File: src/rpss_pkg.sv
// rpss_pkg: shared widths, codes and constants of the reflow setpoint sequencer
// used by rpss_mul, rpss_div and reflow_profile_setpoint_sequencer
`default_nettype none
package rpss_pkg;

  // datapath widths
  localparam int unsigned AccW     = 58;  // signed product plus offset, and its magnitude
  localparam int unsigned DenW     = 24;  // divisor width
  localparam int unsigned CntW     = 6;   // step counter of the serial units
  localparam int unsigned MulSteps = 32;  // one multiplier bit per cycle
  localparam int unsigned DivSteps = AccW; // one quotient bit per cycle

  // sequencing constants
  localparam logic [11:0] MinStartQ2     = 12'd120;     // 30 degrees in quarter degrees
  localparam logic [31:0] UpdatePeriodMs = 32'd1000;
  localparam logic [23:0] MsQ14Den       = 24'd16384000; // 1000 ms times Q14 one
  localparam logic [23:0] Q14Den         = 24'd16384;
  localparam logic [9:0]  TempDone       = 10'd10;
  localparam logic [9:0]  CoolFloor      = 10'd50;
  localparam logic [9:0]  CoolLow        = 10'd20;
  localparam logic [11:0] CoolEndQ2      = 12'd200;

  typedef enum logic [1:0] {
    CMD_START  = 2'd0,
    CMD_STOP   = 2'd1,
    CMD_SAMPLE = 2'd2,
    CMD_NONE   = 2'd3
  } cmd_e;

  typedef enum logic [2:0] {
    STG_IDLE    = 3'd0,
    STG_PREHEAT = 3'd1,
    STG_SOAK    = 3'd2,
    STG_RAMP    = 3'd3,
    STG_HOLD    = 3'd4,
    STG_COOL    = 3'd5,
    STG_DONE    = 3'd6
  } stage_e;

  // what to do with the quotient of the serial units
  typedef enum logic [2:0] {
    OP_NONE,
    OP_SLOPE,
    OP_PRE,
    OP_SOAK,
    OP_RAMP,
    OP_COOL
  } op_e;

  typedef enum logic [2:0] {
    CFG_PREHEAT_TEMP = 3'd0,
    CFG_PREHEAT_SECS = 3'd1,
    CFG_SOAK_SECS    = 3'd2,
    CFG_SOAK_TEMP    = 3'd3,
    CFG_PEAK_TEMP    = 3'd4,
    CFG_RAMP_SECS    = 3'd5,
    CFG_HOLD_SECS    = 3'd6,
    CFG_COOL_RATE    = 3'd7
  } cfg_idx_e;

endpackage
`default_nettype wire

File: src/reflow_profile_setpoint_sequencer.sv
// Reflow setpoint sequencer: one result beat per command beat.
// A command without arithmetic loads its result beat directly; when a slope or
// target is computed, a 32-step serial multiplier runs first, then a 58-step serial divider.
// A new command is taken only while the sequencer is idle and no result beat is pending;
// the next command waits until the result beat is gone.
// Reset: asynchronous active low; registers take their default profile, stage idle.
`default_nettype none
module reflow_profile_setpoint_sequencer (
  input  wire logic        clk_i,
  input  wire logic        rst_ni,
  // configuration writes
  input  wire logic        cfg_we_i,
  input  wire logic [2:0]  cfg_idx_i,
  input  wire logic [9:0]  cfg_data_i,
  // command beat
  input  wire logic        in_valid_i,
  output logic             in_ready_o,
  input  wire logic [1:0]  command_i,
  input  wire logic [11:0] measured_temp_q2_i,
  input  wire logic [31:0] now_ms_i,
  // result beat
  output logic             out_valid_o,
  input  wire logic        out_ready_i,
  output logic [9:0]       target_temp_o,
  output logic [2:0]       stage_o,
  output logic             run_complete_o,
  output logic             stage_finished_o,
  output logic [31:0]      stage_elapsed_ms_o,
  output logic [31:0]      run_elapsed_ms_o
);

  localparam int unsigned AccW = rpss_pkg::AccW;
  localparam int unsigned DenW = rpss_pkg::DenW;

  typedef enum logic [1:0] {
    SEQ_IDLE,
    SEQ_MUL,
    SEQ_DIV
  } seq_e;

  // profile registers
  logic [8:0] pt_q, se_q, pk_q;
  logic [9:0] prs_q, ss_q, rrs_q, rhs_q, crq_q;

  // run state
  seq_e              st_q, st_d;
  rpss_pkg::stage_e  stage_q, stage_d;
  rpss_pkg::op_e     op_q, op_d;
  logic [31:0]       sstart_q, sstart_d, rstart_q, rstart_d;
  logic [31:0]       pclk_q, pclk_d, last_q, last_d;
  logic              pvld_q, pvld_d;
  logic [11:0]       base_q, base_d;
  logic [9:0]        setp_q, setp_d, sl_q, sl_d;
  logic [23:0]       slope_q, slope_d;
  logic [DenW-1:0]   den_q, den_d;
  logic              rnd_q, rnd_d, neg_q, neg_d;

  // result register
  logic              ov_q, ov_d;
  logic [9:0]        o_tgt_q, o_tgt_d;
  rpss_pkg::stage_e  o_stage_q, o_stage_d;
  logic              o_done_q, o_done_d, o_fin_q, o_fin_d;
  logic [31:0]       o_sms_q, o_sms_d, o_rms_q, o_rms_d;

  // serial unit hookup
  logic              mul_go, mul_done, div_go, div_done;
  logic [31:0]       a_mag;
  logic              b_neg;
  logic [AccW-1:0]   c_val, b_ext, b_in, prod, prod_mag, div_num, quo;

  // decoded helpers
  logic              accept, due;
  rpss_pkg::cmd_e    cmd;
  logic [11:0]       meas;
  logic [31:0]       now;
  logic [31:0]       pclk_new;
  logic [11:0]       base_new;
  logic [12:0]       sum_start;
  logic [12:0]       diff_st;
  logic [9:0]        diff_sp, diff_rp;
  logic [10:0]       a_soak;
  logic [10:0]       a_soak_mag;
  logic [21:0]       base_k;
  logic [18:0]       se_k;
  logic [9:0]        sat_q, lim, cool_t;
  logic [10:0]       t_cool;
  logic [23:0]       slope_fin;

  assign accept     = in_valid_i && in_ready_o;
  assign in_ready_o = (st_q == SEQ_IDLE) && !ov_q;
  assign cmd        = rpss_pkg::cmd_e'(command_i);
  assign meas       = measured_temp_q2_i;
  assign now        = now_ms_i;
  assign due        = (now - last_q) >= rpss_pkg::UpdatePeriodMs;

  // start values
  assign base_new  = (meas < rpss_pkg::MinStartQ2) ? rpss_pkg::MinStartQ2 : meas;
  assign sum_start = {1'b0, base_new} + 13'd2;
  assign diff_st   = {2'b00, pt_q, 2'b00} - {1'b0, base_new};

  // slope numerators and ramp offsets, times 1000 as shifts
  assign diff_sp = {1'b0, se_q} - {1'b0, pt_q};
  assign diff_rp = {1'b0, pk_q} - {1'b0, se_q};
  assign base_k  = {base_q, 10'b0} - {6'b0, base_q, 4'b0} - {7'b0, base_q, 3'b0};
  assign se_k    = {se_q, 10'b0} - {6'b0, se_q, 4'b0} - {7'b0, se_q, 3'b0};

  // soak elapsed seconds, may go negative after a profile change
  assign a_soak     = {1'b0, ss_q} - {1'b0, sl_q};
  assign a_soak_mag = a_soak[10] ? (11'd0 - a_soak) : a_soak;

  assign pclk_new = pvld_q ? pclk_q : now;

  // multiplier operand b: slope with the sign of a folded in
  assign b_ext = {{(AccW-24){slope_q[23]}}, slope_q};
  assign b_in  = b_neg ? ('0 - b_ext) : b_ext;

  // divider numerator: magnitude plus half the divisor when rounding
  assign prod_mag = prod[AccW-1] ? ('0 - prod) : prod;
  assign div_num  = prod_mag + (rnd_q ? {{(AccW-DenW+1){1'b0}}, den_q[DenW-1:1]} : '0);

  // quotient post-processing
  assign sat_q  = (|quo[AccW-1:10]) ? 10'd1023 : quo[9:0];
  assign t_cool = {1'b0, base_q[11:2]} - {1'b0, quo[9:0]};
  assign cool_t = ((|quo[AccW-1:10]) || t_cool[10] || (t_cool[9:0] < rpss_pkg::CoolFloor))
                  ? rpss_pkg::CoolLow : t_cool[9:0];

  always_comb begin
    if (!neg_q) begin
      slope_fin = (|quo[AccW-1:23]) ? 24'h7FFFFF : quo[23:0];
    end else if ((|quo[AccW-1:24]) || (quo[23] && (|quo[22:0]))) begin
      slope_fin = 24'h800000;
    end else begin
      slope_fin = 24'd0 - quo[23:0];
    end
  end

  always_comb begin
    unique case (op_q)
      rpss_pkg::OP_PRE:  lim = {1'b0, pt_q};
      rpss_pkg::OP_SOAK: lim = {1'b0, se_q};
      default:           lim = {1'b0, pk_q};
    endcase
  end

  // command decode and sequencing
  always_comb begin
    st_d      = st_q;
    stage_d   = stage_q;
    op_d      = op_q;
    sstart_d  = sstart_q;
    rstart_d  = rstart_q;
    pclk_d    = pclk_q;
    pvld_d    = pvld_q;
    last_d    = last_q;
    base_d    = base_q;
    setp_d    = setp_q;
    sl_d      = sl_q;
    slope_d   = slope_q;
    den_d     = den_q;
    rnd_d     = rnd_q;
    neg_d     = neg_q;
    ov_d      = ov_q;
    o_tgt_d   = o_tgt_q;
    o_stage_d = o_stage_q;
    o_done_d  = o_done_q;
    o_fin_d   = o_fin_q;
    o_sms_d   = o_sms_q;
    o_rms_d   = o_rms_q;
    mul_go    = 1'b0;
    div_go    = 1'b0;
    a_mag     = '0;
    b_neg     = 1'b0;
    c_val     = '0;

    if (ov_q && out_ready_i) begin
      ov_d = 1'b0;
    end

    unique case (st_q)
      SEQ_IDLE: begin
        if (accept) begin
          o_fin_d  = 1'b0;
          o_done_d = 1'b0;
          o_sms_d  = '0;
          o_rms_d  = '0;
          op_d     = rpss_pkg::OP_NONE;
          unique case (cmd)
            rpss_pkg::CMD_START: begin
              stage_d  = rpss_pkg::STG_PREHEAT;
              base_d   = base_new;
              setp_d   = sum_start[12] ? 10'd1023 : sum_start[11:2];
              sl_d     = '0;
              rstart_d = now;
              sstart_d = now;
              pclk_d   = '0;
              pvld_d   = 1'b0;
              last_d   = '0;
              if (prs_q == '0) begin
                slope_d = '0;
              end else begin
                op_d  = rpss_pkg::OP_SLOPE;
                c_val = {{(AccW-25){diff_st[12]}}, diff_st, 12'b0};
                den_d = {{(DenW-10){1'b0}}, prs_q};
                rnd_d = 1'b0;
              end
            end
            rpss_pkg::CMD_STOP: begin
              stage_d = rpss_pkg::STG_IDLE;
            end
            rpss_pkg::CMD_SAMPLE: begin
              unique case (stage_q)
                rpss_pkg::STG_PREHEAT: begin
                  if (meas >= {1'b0, pt_q, 2'b00}) begin
                    // preheat ends, soak begins
                    o_fin_d  = 1'b1;
                    o_sms_d  = now - sstart_q;
                    sstart_d = now;
                    pclk_d   = now;
                    pvld_d   = 1'b1;
                    last_d   = now;
                    if (ss_q == '0) begin
                      sl_d    = '0;
                      slope_d = '0;
                      if (meas >= {1'b0, se_q, 2'b00}) begin
                        // soak with no length ends at once
                        o_sms_d = '0;
                        stage_d = rpss_pkg::STG_RAMP;
                        if (rrs_q != '0) begin
                          op_d  = rpss_pkg::OP_SLOPE;
                          c_val = {{(AccW-24){diff_rp[9]}}, diff_rp, 14'b0};
                          den_d = {{(DenW-10){1'b0}}, rrs_q};
                          rnd_d = 1'b0;
                        end
                      end else begin
                        stage_d = rpss_pkg::STG_SOAK;
                      end
                    end else begin
                      stage_d = rpss_pkg::STG_SOAK;
                      sl_d    = ss_q;
                      op_d    = rpss_pkg::OP_SLOPE;
                      c_val   = {{(AccW-24){diff_sp[9]}}, diff_sp, 14'b0};
                      den_d   = {{(DenW-10){1'b0}}, ss_q};
                      rnd_d   = 1'b0;
                    end
                  end else if ((setp_q < {1'b0, pt_q}) && (meas >= base_q) && due) begin
                    pclk_d = pclk_new;
                    pvld_d = 1'b1;
                    last_d = now;
                    op_d   = rpss_pkg::OP_PRE;
                    a_mag  = now - pclk_new;
                    c_val  = {{(AccW-34){1'b0}}, base_k, 12'b0};
                    den_d  = rpss_pkg::MsQ14Den;
                    rnd_d  = 1'b1;
                  end
                end
                rpss_pkg::STG_SOAK: begin
                  if ((sl_q == '0) && (meas >= {1'b0, se_q, 2'b00})) begin
                    o_fin_d  = 1'b1;
                    o_sms_d  = now - sstart_q;
                    sstart_d = now;
                    stage_d  = rpss_pkg::STG_RAMP;
                    last_d   = now;
                    if (rrs_q == '0) begin
                      slope_d = '0;
                    end else begin
                      op_d  = rpss_pkg::OP_SLOPE;
                      c_val = {{(AccW-24){diff_rp[9]}}, diff_rp, 14'b0};
                      den_d = {{(DenW-10){1'b0}}, rrs_q};
                      rnd_d = 1'b0;
                    end
                  end else if (due) begin
                    last_d = now;
                    op_d   = rpss_pkg::OP_SOAK;
                    a_mag  = {21'b0, a_soak_mag};
                    b_neg  = a_soak[10];
                    c_val  = {{(AccW-23){1'b0}}, pt_q, 14'b0};
                    den_d  = rpss_pkg::Q14Den;
                    rnd_d  = 1'b1;
                    if (sl_q != '0) begin
                      sl_d = sl_q - 1'b1;
                    end
                  end
                end
                rpss_pkg::STG_RAMP: begin
                  if (meas >= {1'b0, pk_q, 2'b00}) begin
                    o_fin_d  = 1'b1;
                    o_sms_d  = now - sstart_q;
                    sstart_d = now;
                    stage_d  = rpss_pkg::STG_HOLD;
                    sl_d     = rhs_q;
                    slope_d  = '0;
                    setp_d   = {1'b0, pk_q};
                    last_d   = now;
                  end else if ((setp_q < {1'b0, pk_q}) && due) begin
                    last_d = now;
                    op_d   = rpss_pkg::OP_RAMP;
                    a_mag  = now - sstart_q;
                    c_val  = {{(AccW-33){1'b0}}, se_k, 14'b0};
                    den_d  = rpss_pkg::MsQ14Den;
                    rnd_d  = 1'b1;
                  end
                end
                rpss_pkg::STG_HOLD: begin
                  if (sl_q == '0) begin
                    o_fin_d  = 1'b1;
                    o_sms_d  = now - sstart_q;
                    sstart_d = now;
                    stage_d  = rpss_pkg::STG_COOL;
                    slope_d  = {4'b0, crq_q, 10'b0};
                    last_d   = '0;
                    base_d   = meas;
                  end else if (due) begin
                    sl_d   = sl_q - 1'b1;
                    last_d = now;
                  end
                end
                rpss_pkg::STG_COOL: begin
                  if (meas <= rpss_pkg::CoolEndQ2) begin
                    o_fin_d  = 1'b1;
                    o_sms_d  = now - sstart_q;
                    sstart_d = now;
                    o_done_d = 1'b1;
                    o_rms_d  = now - rstart_q;
                    setp_d   = rpss_pkg::TempDone;
                    stage_d  = rpss_pkg::STG_DONE;
                  end else if (due) begin
                    last_d = now;
                    op_d   = rpss_pkg::OP_COOL;
                    a_mag  = now - sstart_q;
                    den_d  = rpss_pkg::MsQ14Den;
                    rnd_d  = 1'b1;
                  end
                end
                default: begin
                end
              endcase
            end
            default: begin
            end
          endcase
          o_stage_d = stage_d;
          if (op_d == rpss_pkg::OP_NONE) begin
            ov_d    = 1'b1;
            o_tgt_d = setp_d;
          end else begin
            mul_go = 1'b1;
            st_d   = SEQ_MUL;
          end
        end
      end
      SEQ_MUL: begin
        if (mul_done) begin
          div_go = 1'b1;
          neg_d  = prod[AccW-1];
          st_d   = SEQ_DIV;
        end
      end
      SEQ_DIV: begin
        if (div_done) begin
          unique case (op_q)
            rpss_pkg::OP_SLOPE: slope_d = slope_fin;
            rpss_pkg::OP_COOL:  setp_d  = cool_t;
            default: begin
              if (neg_q) begin
                setp_d = '0;
              end else begin
                setp_d = (sat_q > lim) ? lim : sat_q;
              end
            end
          endcase
          if (op_q == rpss_pkg::OP_SLOPE) begin
            o_tgt_d = setp_q;
          end else if (op_q == rpss_pkg::OP_COOL) begin
            o_tgt_d = cool_t;
          end else begin
            o_tgt_d = neg_q ? 10'd0 : ((sat_q > lim) ? lim : sat_q);
          end
          ov_d = 1'b1;
          st_d = SEQ_IDLE;
        end
      end
      default: begin
        st_d = SEQ_IDLE;
      end
    endcase
  end

  // sequencer state and result register
  always_ff @(posedge clk_i or negedge rst_ni) begin
    if (!rst_ni) begin
      st_q      <= SEQ_IDLE;
      stage_q   <= rpss_pkg::STG_IDLE;
      op_q      <= rpss_pkg::OP_NONE;
      sstart_q  <= '0;
      rstart_q  <= '0;
      pclk_q    <= '0;
      pvld_q    <= 1'b0;
      last_q    <= '0;
      base_q    <= '0;
      setp_q    <= '0;
      sl_q      <= '0;
      slope_q   <= '0;
      den_q     <= '0;
      rnd_q     <= 1'b0;
      neg_q     <= 1'b0;
      ov_q      <= 1'b0;
      o_tgt_q   <= '0;
      o_stage_q <= rpss_pkg::STG_IDLE;
      o_done_q  <= 1'b0;
      o_fin_q   <= 1'b0;
      o_sms_q   <= '0;
      o_rms_q   <= '0;
    end else begin
      st_q      <= st_d;
      stage_q   <= stage_d;
      op_q      <= op_d;
      sstart_q  <= sstart_d;
      rstart_q  <= rstart_d;
      pclk_q    <= pclk_d;
      pvld_q    <= pvld_d;
      last_q    <= last_d;
      base_q    <= base_d;
      setp_q    <= setp_d;
      sl_q      <= sl_d;
      slope_q   <= slope_d;
      den_q     <= den_d;
      rnd_q     <= rnd_d;
      neg_q     <= neg_d;
      ov_q      <= ov_d;
      o_tgt_q   <= o_tgt_d;
      o_stage_q <= o_stage_d;
      o_done_q  <= o_done_d;
      o_fin_q   <= o_fin_d;
      o_sms_q   <= o_sms_d;
      o_rms_q   <= o_rms_d;
    end
  end

  // profile register writes
  always_ff @(posedge clk_i or negedge rst_ni) begin
    if (!rst_ni) begin
      pt_q  <= 9'd150;
      prs_q <= 10'd90;
      ss_q  <= 10'd90;
      se_q  <= 9'd180;
      pk_q  <= 9'd240;
      rrs_q <= 10'd60;
      rhs_q <= 10'd30;
      crq_q <= 10'd48;
    end else if (cfg_we_i) begin
      unique case (rpss_pkg::cfg_idx_e'(cfg_idx_i))
        rpss_pkg::CFG_PREHEAT_TEMP: pt_q  <= cfg_data_i[8:0];
        rpss_pkg::CFG_PREHEAT_SECS: prs_q <= cfg_data_i;
        rpss_pkg::CFG_SOAK_SECS:    ss_q  <= cfg_data_i;
        rpss_pkg::CFG_SOAK_TEMP:    se_q  <= cfg_data_i[8:0];
        rpss_pkg::CFG_PEAK_TEMP:    pk_q  <= cfg_data_i[8:0];
        rpss_pkg::CFG_RAMP_SECS:    rrs_q <= cfg_data_i;
        rpss_pkg::CFG_HOLD_SECS:    rhs_q <= cfg_data_i;
        rpss_pkg::CFG_COOL_RATE:    crq_q <= cfg_data_i;
        default: begin
        end
      endcase
    end
  end

  // serial arithmetic units
  rpss_mul u_mul (
    .clk_i   (clk_i),
    .rst_ni  (rst_ni),
    .start_i (mul_go),
    .a_i     (a_mag),
    .b_i     (b_in),
    .c_i     (c_val),
    .done_o  (mul_done),
    .p_o     (prod)
  );

  rpss_div u_div (
    .clk_i   (clk_i),
    .rst_ni  (rst_ni),
    .start_i (div_go),
    .num_i   (div_num),
    .den_i   (den_q),
    .done_o  (div_done),
    .q_o     (quo)
  );

  assign out_valid_o        = ov_q;
  assign target_temp_o      = o_tgt_q;
  assign stage_o            = o_stage_q;
  assign run_complete_o     = o_done_q;
  assign stage_finished_o   = o_fin_q;
  assign stage_elapsed_ms_o = o_sms_q;
  assign run_elapsed_ms_o   = o_rms_q;

`ifndef NO_ASSERTIONS
  a_ready_free: assert property (@(posedge clk_i) disable iff (!rst_ni)
    in_ready_o |-> !out_valid_o)
    else $error("command taken while a result beat is pending");

  a_done_fin: assert property (@(posedge clk_i) disable iff (!rst_ni)
    (out_valid_o && run_complete_o) |-> (stage_finished_o && (stage_o == rpss_pkg::STG_DONE)))
    else $error("run completion without stage end");

  a_mul_seq: assert property (@(posedge clk_i) disable iff (!rst_ni)
    mul_done |-> (st_q == SEQ_MUL))
    else $error("multiplier finished outside multiply phase");

  a_div_seq: assert property (@(posedge clk_i) disable iff (!rst_ni)
    div_done |-> (st_q == SEQ_DIV))
    else $error("divider finished outside divide phase");
`endif

endmodule
`default_nettype wire

File: src/rpss_mul.sv
// rpss_mul: bit-serial shift-add multiplier, acc = c + a * b, one bit of a per cycle
// depends on rpss_pkg for widths and step count
`default_nettype none
module rpss_mul (
  input  wire logic                     clk_i,
  input  wire logic                     rst_ni,
  input  wire logic                     start_i,
  input  wire logic [31:0]              a_i,
  input  wire logic [rpss_pkg::AccW-1:0] b_i,
  input  wire logic [rpss_pkg::AccW-1:0] c_i,
  output logic                          done_o,
  output logic [rpss_pkg::AccW-1:0]     p_o
);

  localparam logic [rpss_pkg::CntW-1:0] LastStep = rpss_pkg::CntW'(rpss_pkg::MulSteps - 1);

  logic                        busy_q;
  logic                        done_q;
  logic [rpss_pkg::CntW-1:0]   cnt_q;
  logic [31:0]                 a_q;
  logic [rpss_pkg::AccW-1:0]   b_q;
  logic [rpss_pkg::AccW-1:0]   acc_q;

  // step control
  always_ff @(posedge clk_i or negedge rst_ni) begin
    if (!rst_ni) begin
      busy_q <= 1'b0;
      done_q <= 1'b0;
      cnt_q  <= '0;
    end else begin
      done_q <= 1'b0;
      if (start_i) begin
        busy_q <= 1'b1;
        cnt_q  <= '0;
      end else if (busy_q) begin
        cnt_q <= cnt_q + 1'b1;
        if (cnt_q == LastStep) begin
          busy_q <= 1'b0;
          done_q <= 1'b1;
        end
      end
    end
  end

  // shift and accumulate
  always_ff @(posedge clk_i) begin
    if (start_i) begin
      a_q   <= a_i;
      b_q   <= b_i;
      acc_q <= c_i;
    end else if (busy_q) begin
      if (a_q[0]) begin
        acc_q <= acc_q + b_q;
      end
      a_q <= a_q >> 1;
      b_q <= b_q << 1;
    end
  end

  assign done_o = done_q;
  assign p_o    = acc_q;

endmodule
`default_nettype wire

File: src/rpss_div.sv
// rpss_div: restoring divider, one quotient bit per cycle on unsigned magnitudes
// depends on rpss_pkg for widths and step count
`default_nettype none
module rpss_div (
  input  wire logic                     clk_i,
  input  wire logic                     rst_ni,
  input  wire logic                     start_i,
  input  wire logic [rpss_pkg::AccW-1:0] num_i,
  input  wire logic [rpss_pkg::DenW-1:0] den_i,
  output logic                          done_o,
  output logic [rpss_pkg::AccW-1:0]     q_o
);

  localparam logic [rpss_pkg::CntW-1:0] LastStep = rpss_pkg::CntW'(rpss_pkg::DivSteps - 1);

  logic                        busy_q;
  logic                        done_q;
  logic [rpss_pkg::CntW-1:0]   cnt_q;
  logic [rpss_pkg::AccW-1:0]   n_q;
  logic [rpss_pkg::DenW-1:0]   den_q;
  logic [rpss_pkg::DenW:0]     rem_q;
  logic [rpss_pkg::DenW:0]     rem_sh;
  logic                        ge;

  // trial subtract of the shifted remainder
  assign rem_sh = {rem_q[rpss_pkg::DenW-1:0], n_q[rpss_pkg::AccW-1]};
  assign ge     = rem_sh >= {1'b0, den_q};

  // step control
  always_ff @(posedge clk_i or negedge rst_ni) begin
    if (!rst_ni) begin
      busy_q <= 1'b0;
      done_q <= 1'b0;
      cnt_q  <= '0;
    end else begin
      done_q <= 1'b0;
      if (start_i) begin
        busy_q <= 1'b1;
        cnt_q  <= '0;
      end else if (busy_q) begin
        cnt_q <= cnt_q + 1'b1;
        if (cnt_q == LastStep) begin
          busy_q <= 1'b0;
          done_q <= 1'b1;
        end
      end
    end
  end

  // numerator shifts out on top, quotient bits shift in below
  always_ff @(posedge clk_i) begin
    if (start_i) begin
      n_q   <= num_i;
      den_q <= den_i;
      rem_q <= '0;
    end else if (busy_q) begin
      n_q   <= {n_q[rpss_pkg::AccW-2:0], ge};
      rem_q <= ge ? (rem_sh - {1'b0, den_q}) : rem_sh;
    end
  end

  assign done_o = done_q;
  assign q_o    = n_q;

endmodule
`default_nettype wire
File: config.mk
export PLATFORM = sky130hd
export DESIGN_NAME = reflow_profile_setpoint_sequencer
export DESIGN_NICKNAME = d
export VERILOG_FILES = /design/src/rpss_pkg.sv /design/src/reflow_profile_setpoint_sequencer.sv /design/src/rpss_mul.sv /design/src/rpss_div.sv
export SDC_FILE = /design/constraint.sdc
export NUM_CORES = 2
export LEC_CHECK = 0
export ABC_CLOCK_PERIOD_IN_PS = 7470
export BUFFER_PORTS_ARGS = -buffer_cell sky130_fd_sc_hd__buf_2
export CAP_MARGIN = 20
export CORE_MARGIN = 5
export CORE_UTILIZATION = 59
export DETAILED_ROUTE_END_ITERATION = 8
export GPL_ROUTABILITY_DRIVEN = 0
export PLACE_DENSITY = 0.78
export SYNTH_ARGS = -nofsm -noshare
export SYNTH_HDL_FRONTEND = slang
export SYNTH_SLANG_ARGS = --single-unit
File: constraint.sdc
create_clock -name clk_i -period 7.47 [get_ports clk_i]
set_input_delay 1.8675 -clock clk_i [delete_from_list [all_inputs] [get_ports clk_i]]
set_output_delay 1.8675 -clock clk_i [all_outputs]
set_load 0.03 [all_outputs]
==> summary.txt <==
Power and ir drop
  • Pwr per Cell Area: approximately 180 nW/um2
  • Logic pwr share: 0.197
  • Leakage power: roughly 0.022 uW
  • Sequential share of power: 0.391
  • Sw Share: 0.2956
  • Clock network power share: 0.412
  • P_int: between 6000 and 7000 uW
  • VDD IR max: between 0.15 and 0.2 mV
  • Psw: about 2800 uW

Timing
  • Rel. slew slack: 0.2466
  • Max-slew violations: 0
  • Maximum clock rate: roughly 0.15 GHz
  • Setup-failing EPs final: 0
  • TNS Setup: 0 ns
  • WHS: roughly 0.45 ns
  • Slew of the pin with the lowest slew margin: 1.120 ns
  • Min Clock Period, post-route: about 6.6 ns
  • Fin crit share: 0.8853
  • Final Hold Fails: 0
  • Clock Skew: between 0.04 and 0.05 ns
  • RSZ-0062 raised after global routing: false

Synth
  • Cell Area, Synth: around 47000 um2
  • Asr flop ratio synth: 0.6090
  • Top_reg_cell synth: dfrtp_1
  • Post-synthesis area per instance: about 9.0 um2
  • Yosys top cell by area: dfrtp_1
  • Synth warn: 0
  • Yosys cell types: 96
  • Post-synth EDFFs: roughly 220
  • Mapped Nets: 5723
  • Area share of the leading cell type in the synthesized netlist: 0.1830
  • Synth area leaders: dfrtp_1, edfxtp_1, ha_1
  • Yosys reg bits: just over 600
  • Most frequent cell after synthesis: nand2_1
  • Sequential share of the synthesized area: 0.3477
  • Most instantiated cells after synthesis: nand2_1, o21ai_0, ha_1, dfrtp_1, nor2_1
  • Synth Instances: 5255

Finish
  • Filler cell count: approximately 6600
  • Multi-input gate area: approximately 29000 um2
  • Seq. cell area: 16500 um2
  • Final nets: between 5000 and 6000
  • Design area: 52000 um2
  • Share of post-route cells with drive strength above 1: 0.1126
  • Area delta synth->final: 9.599%

Clock network
  • Setup Buffers After CTS: 0
  • Sinks on the clock net: 619
  • Worst-path clk slew: 0.06 ns
  • H-tree levels: 3
  • CTS buffer count: slightly above 70
  • Root Buffer: clkbuf_16
  • CTS tree: done
  • Resized Gates After CTS: 0
  • CTS Buffer Depth: 3
  • Worst skew pair latency: 0.64 ns
  • Hold_buf cts: 0

Critical path
  • Reg2Reg Depth: 16
  • R2R Setup Slk: roughly 1.8 ns
  • Required time worst endpoint: approximately 8 ns
  • Crit-path cells: buf_2 > inv_1 > ha_1 > inv_1 > fa_1 > a211oi_2 > o21a_1 > o211a_1 > o21bai_1 > xor2_1 > or4_1 > or4_1 > or4_1 > or2_1 > a41oi_4 > nand2_2 > buf_12
  • Crit start category: input pin
  • Most frequent CP cell: or4_1
  • Worst EP arrival: roughly 7.0 ns
  • Slowest cell delay on critical path: ~0.64 ns
  • FF-to-FF End: target_temp_o[0]
  • Worst r2r src: u_div.q_o[57]
  • CP max stage cell: or4_1
  • Max FO, Critical Path: 45
  • Critical Path Sink Type: flip-flop
  • Worst Setup Path Type: input pin to flip-flop

Floorplanning
  • I/O pins: ~150
  • Initial Util: 0.5919
  • Core area: around 80000 um2
  • Num rows: roughly 100
  • Die Wd: slightly below 300 um
  • Chip Height: 293.6 um
  • Die Area: 86190 um2

Drt
  • Met2 WL: ~64000 um
  • DRC: 0
  • Final wirelength: 144100 um
  • 1st-iter DRT viols: ~4400
  • Met1 WL: between 50000 and 60000 um
  • Detail Route Antenna Nets: 0
  • DR vias: around 43000
  • Max Used Layer: met5
  • Routed len/inst: about 22 um
  • Met3 Wirelength: between 10000 and 15000 um
  • Post-DR vias/cell: ~6.6
  • Initial DRT Pass Iterations: 7

Run
  • Max cap viols: 0

Hold path
  • Worst min path class: flip-flop to flip-flop
  • WHS Endpoint: u_div.den_q[0]
  • Hold wc startpoint: den_q[0]
  • Hold Crit Depth: 0

Placement
  • I/O Buffers: 144
  • Placed inst area: roughly 49000 um2
  • Detailed placer's ending HPWL: 107300 um

Global routing
  • Global-route wire length before repair: ~220000 um
  • Initial antenna violation count: 4
  • GRT Overall Usage: 0.3226
  • Gr ovfl total: 0
  • Largest net degree at the start of global routing: 147
  • Vias in the first global route: 40613

Run status
  • Status: completed
[critical path: cells and delay by family]
family	cells	cell delay, ns
AO/OA/AOI/OAI	5	1.51
XOR/XNOR	1	0.17
adder cells (fa/ha/maj)	2	0.54
buffers and inverters	4	0.55
AND/OR/NAND/NOR	5	2.26
[power by group through the flow]
stage | clock network (uW) | registers, uW | logic, uW
finish | 3950 | 3760 | 1890
CTS | 3990 | 3750 | 1830
global placement | 0 | 3810 | 1770
detailed placement | 0 | 3810 | 1810
global route | 4140 | 3760 | 2050
floorplan | 0 | 3740 | 1270
[cell type report]
type | count | area share
Multi-Input combinational cell | 4129 | 0.5596
Sequential cell | 619 | 0.3173
Clock buffer | 94 | 0.03982
Antenna cell | 2 | 0.00009624
Clock inverter | 39 | 0.01131
Timing Repair Buffer | 214 | 0.02584
Tap cell | 1060 | 0.02550
Inverter | 285 | 0.02057
[state kept, by name (all words and copies together), names as in the netlist, 10 cells and up]
signal and count:
base_q 12, crq_q 10, den_q 12, last_q 32
pclk_q 32, prs_q 10, rhs_q 10, rrs_q 10
rstart_q 32, run_elapsed_ms_o 32, setp_q 10, sl_q 10
slope_q 24, ss_q 10, sstart_q 32, stage_elapsed_ms_o 32
target_temp_o 10, u_div.den_q 12, u_div.q_o 58, u_div.rem_q 24
u_mul.a_q 32, u_mul.b_q 58, u_mul.p_o 58
[cells in the final DEF, fill, tap and decap left out, types with 63 or more instances in the layout]
cell type / n
nor3_1: 100
a22o_1: 111
a21oi_1: 306
mux2i_1: 85
inv_1: 282
nor2_1: 337
ha_1: 386
xnor2_1: 235
nand2_1: 478
nand3_1: 91
clkbuf_16: 77
buf_2: 144
o21ai_0: 435
dfrtp_1: 346
o31ai_1: 70
a21o_1: 143
buf_4: 63
edfxtp_1: 218
mux2_2: 162
xor2_1: 146
[per-layer routing]
metal / up-vias / GRT usage
li1: 19485 / -
met1: 20391 / 0.4223
met2: 2124 / 0.5073
met3: 519 / 0.07147
met4: 2 / 0.1643
met5: - / 0
[per-stage QoR]
step	total power, uW	setup WS [ns]	instances	utilization
after global routing	9951	0.6969	6440	0.6487
after CTS	9569	0.9290	6436	0.6478
after floorplan	5012	0.2371	5255	-
after detailed placement	5621	0.3048	6303	0.6147
after global placement	5571	0.3613	6302	0.6146
final	9601	0.8568	6442	0.6487
[worst max path at each step]
stage | from | to | slack (ns) | cells after the start
after floorplan | now_ms_i[0] | u_mul.a_q[0] | 0.24 | 18
after global placement | now_ms_i[0] | u_mul.a_q[2] | 0.36 | 17
after detailed placement | now_ms_i[0] | u_mul.a_q[2] | 0.30 | 17
after CTS | now_ms_i[0] | u_mul.a_q[1] | 0.93 | 17
after global routing | now_ms_i[0] | u_mul.a_q[6] | 0.70 | 17
final | now_ms_i[0] | u_mul.p_o[51] | 0.86 | 17
[kinds of logic after synthesis]
| family | after synthesis | synth area share |
|---|---|---|
| multiplexers | 247 | 0.05638 |
| AO/OA/AOI/OAI | 1595 | 0.2210 |
| adder cells (fa/ha/maj) | 404 | 0.1094 |
| AND/OR/NAND/NOR | 1502 | 0.1540 |
| buffers and inverters | 507 | 0.04116 |
| flip-flops | 619 | 0.3477 |
| XOR/XNOR | 381 | 0.07033 |
Power figures use the tool's default switching activity.
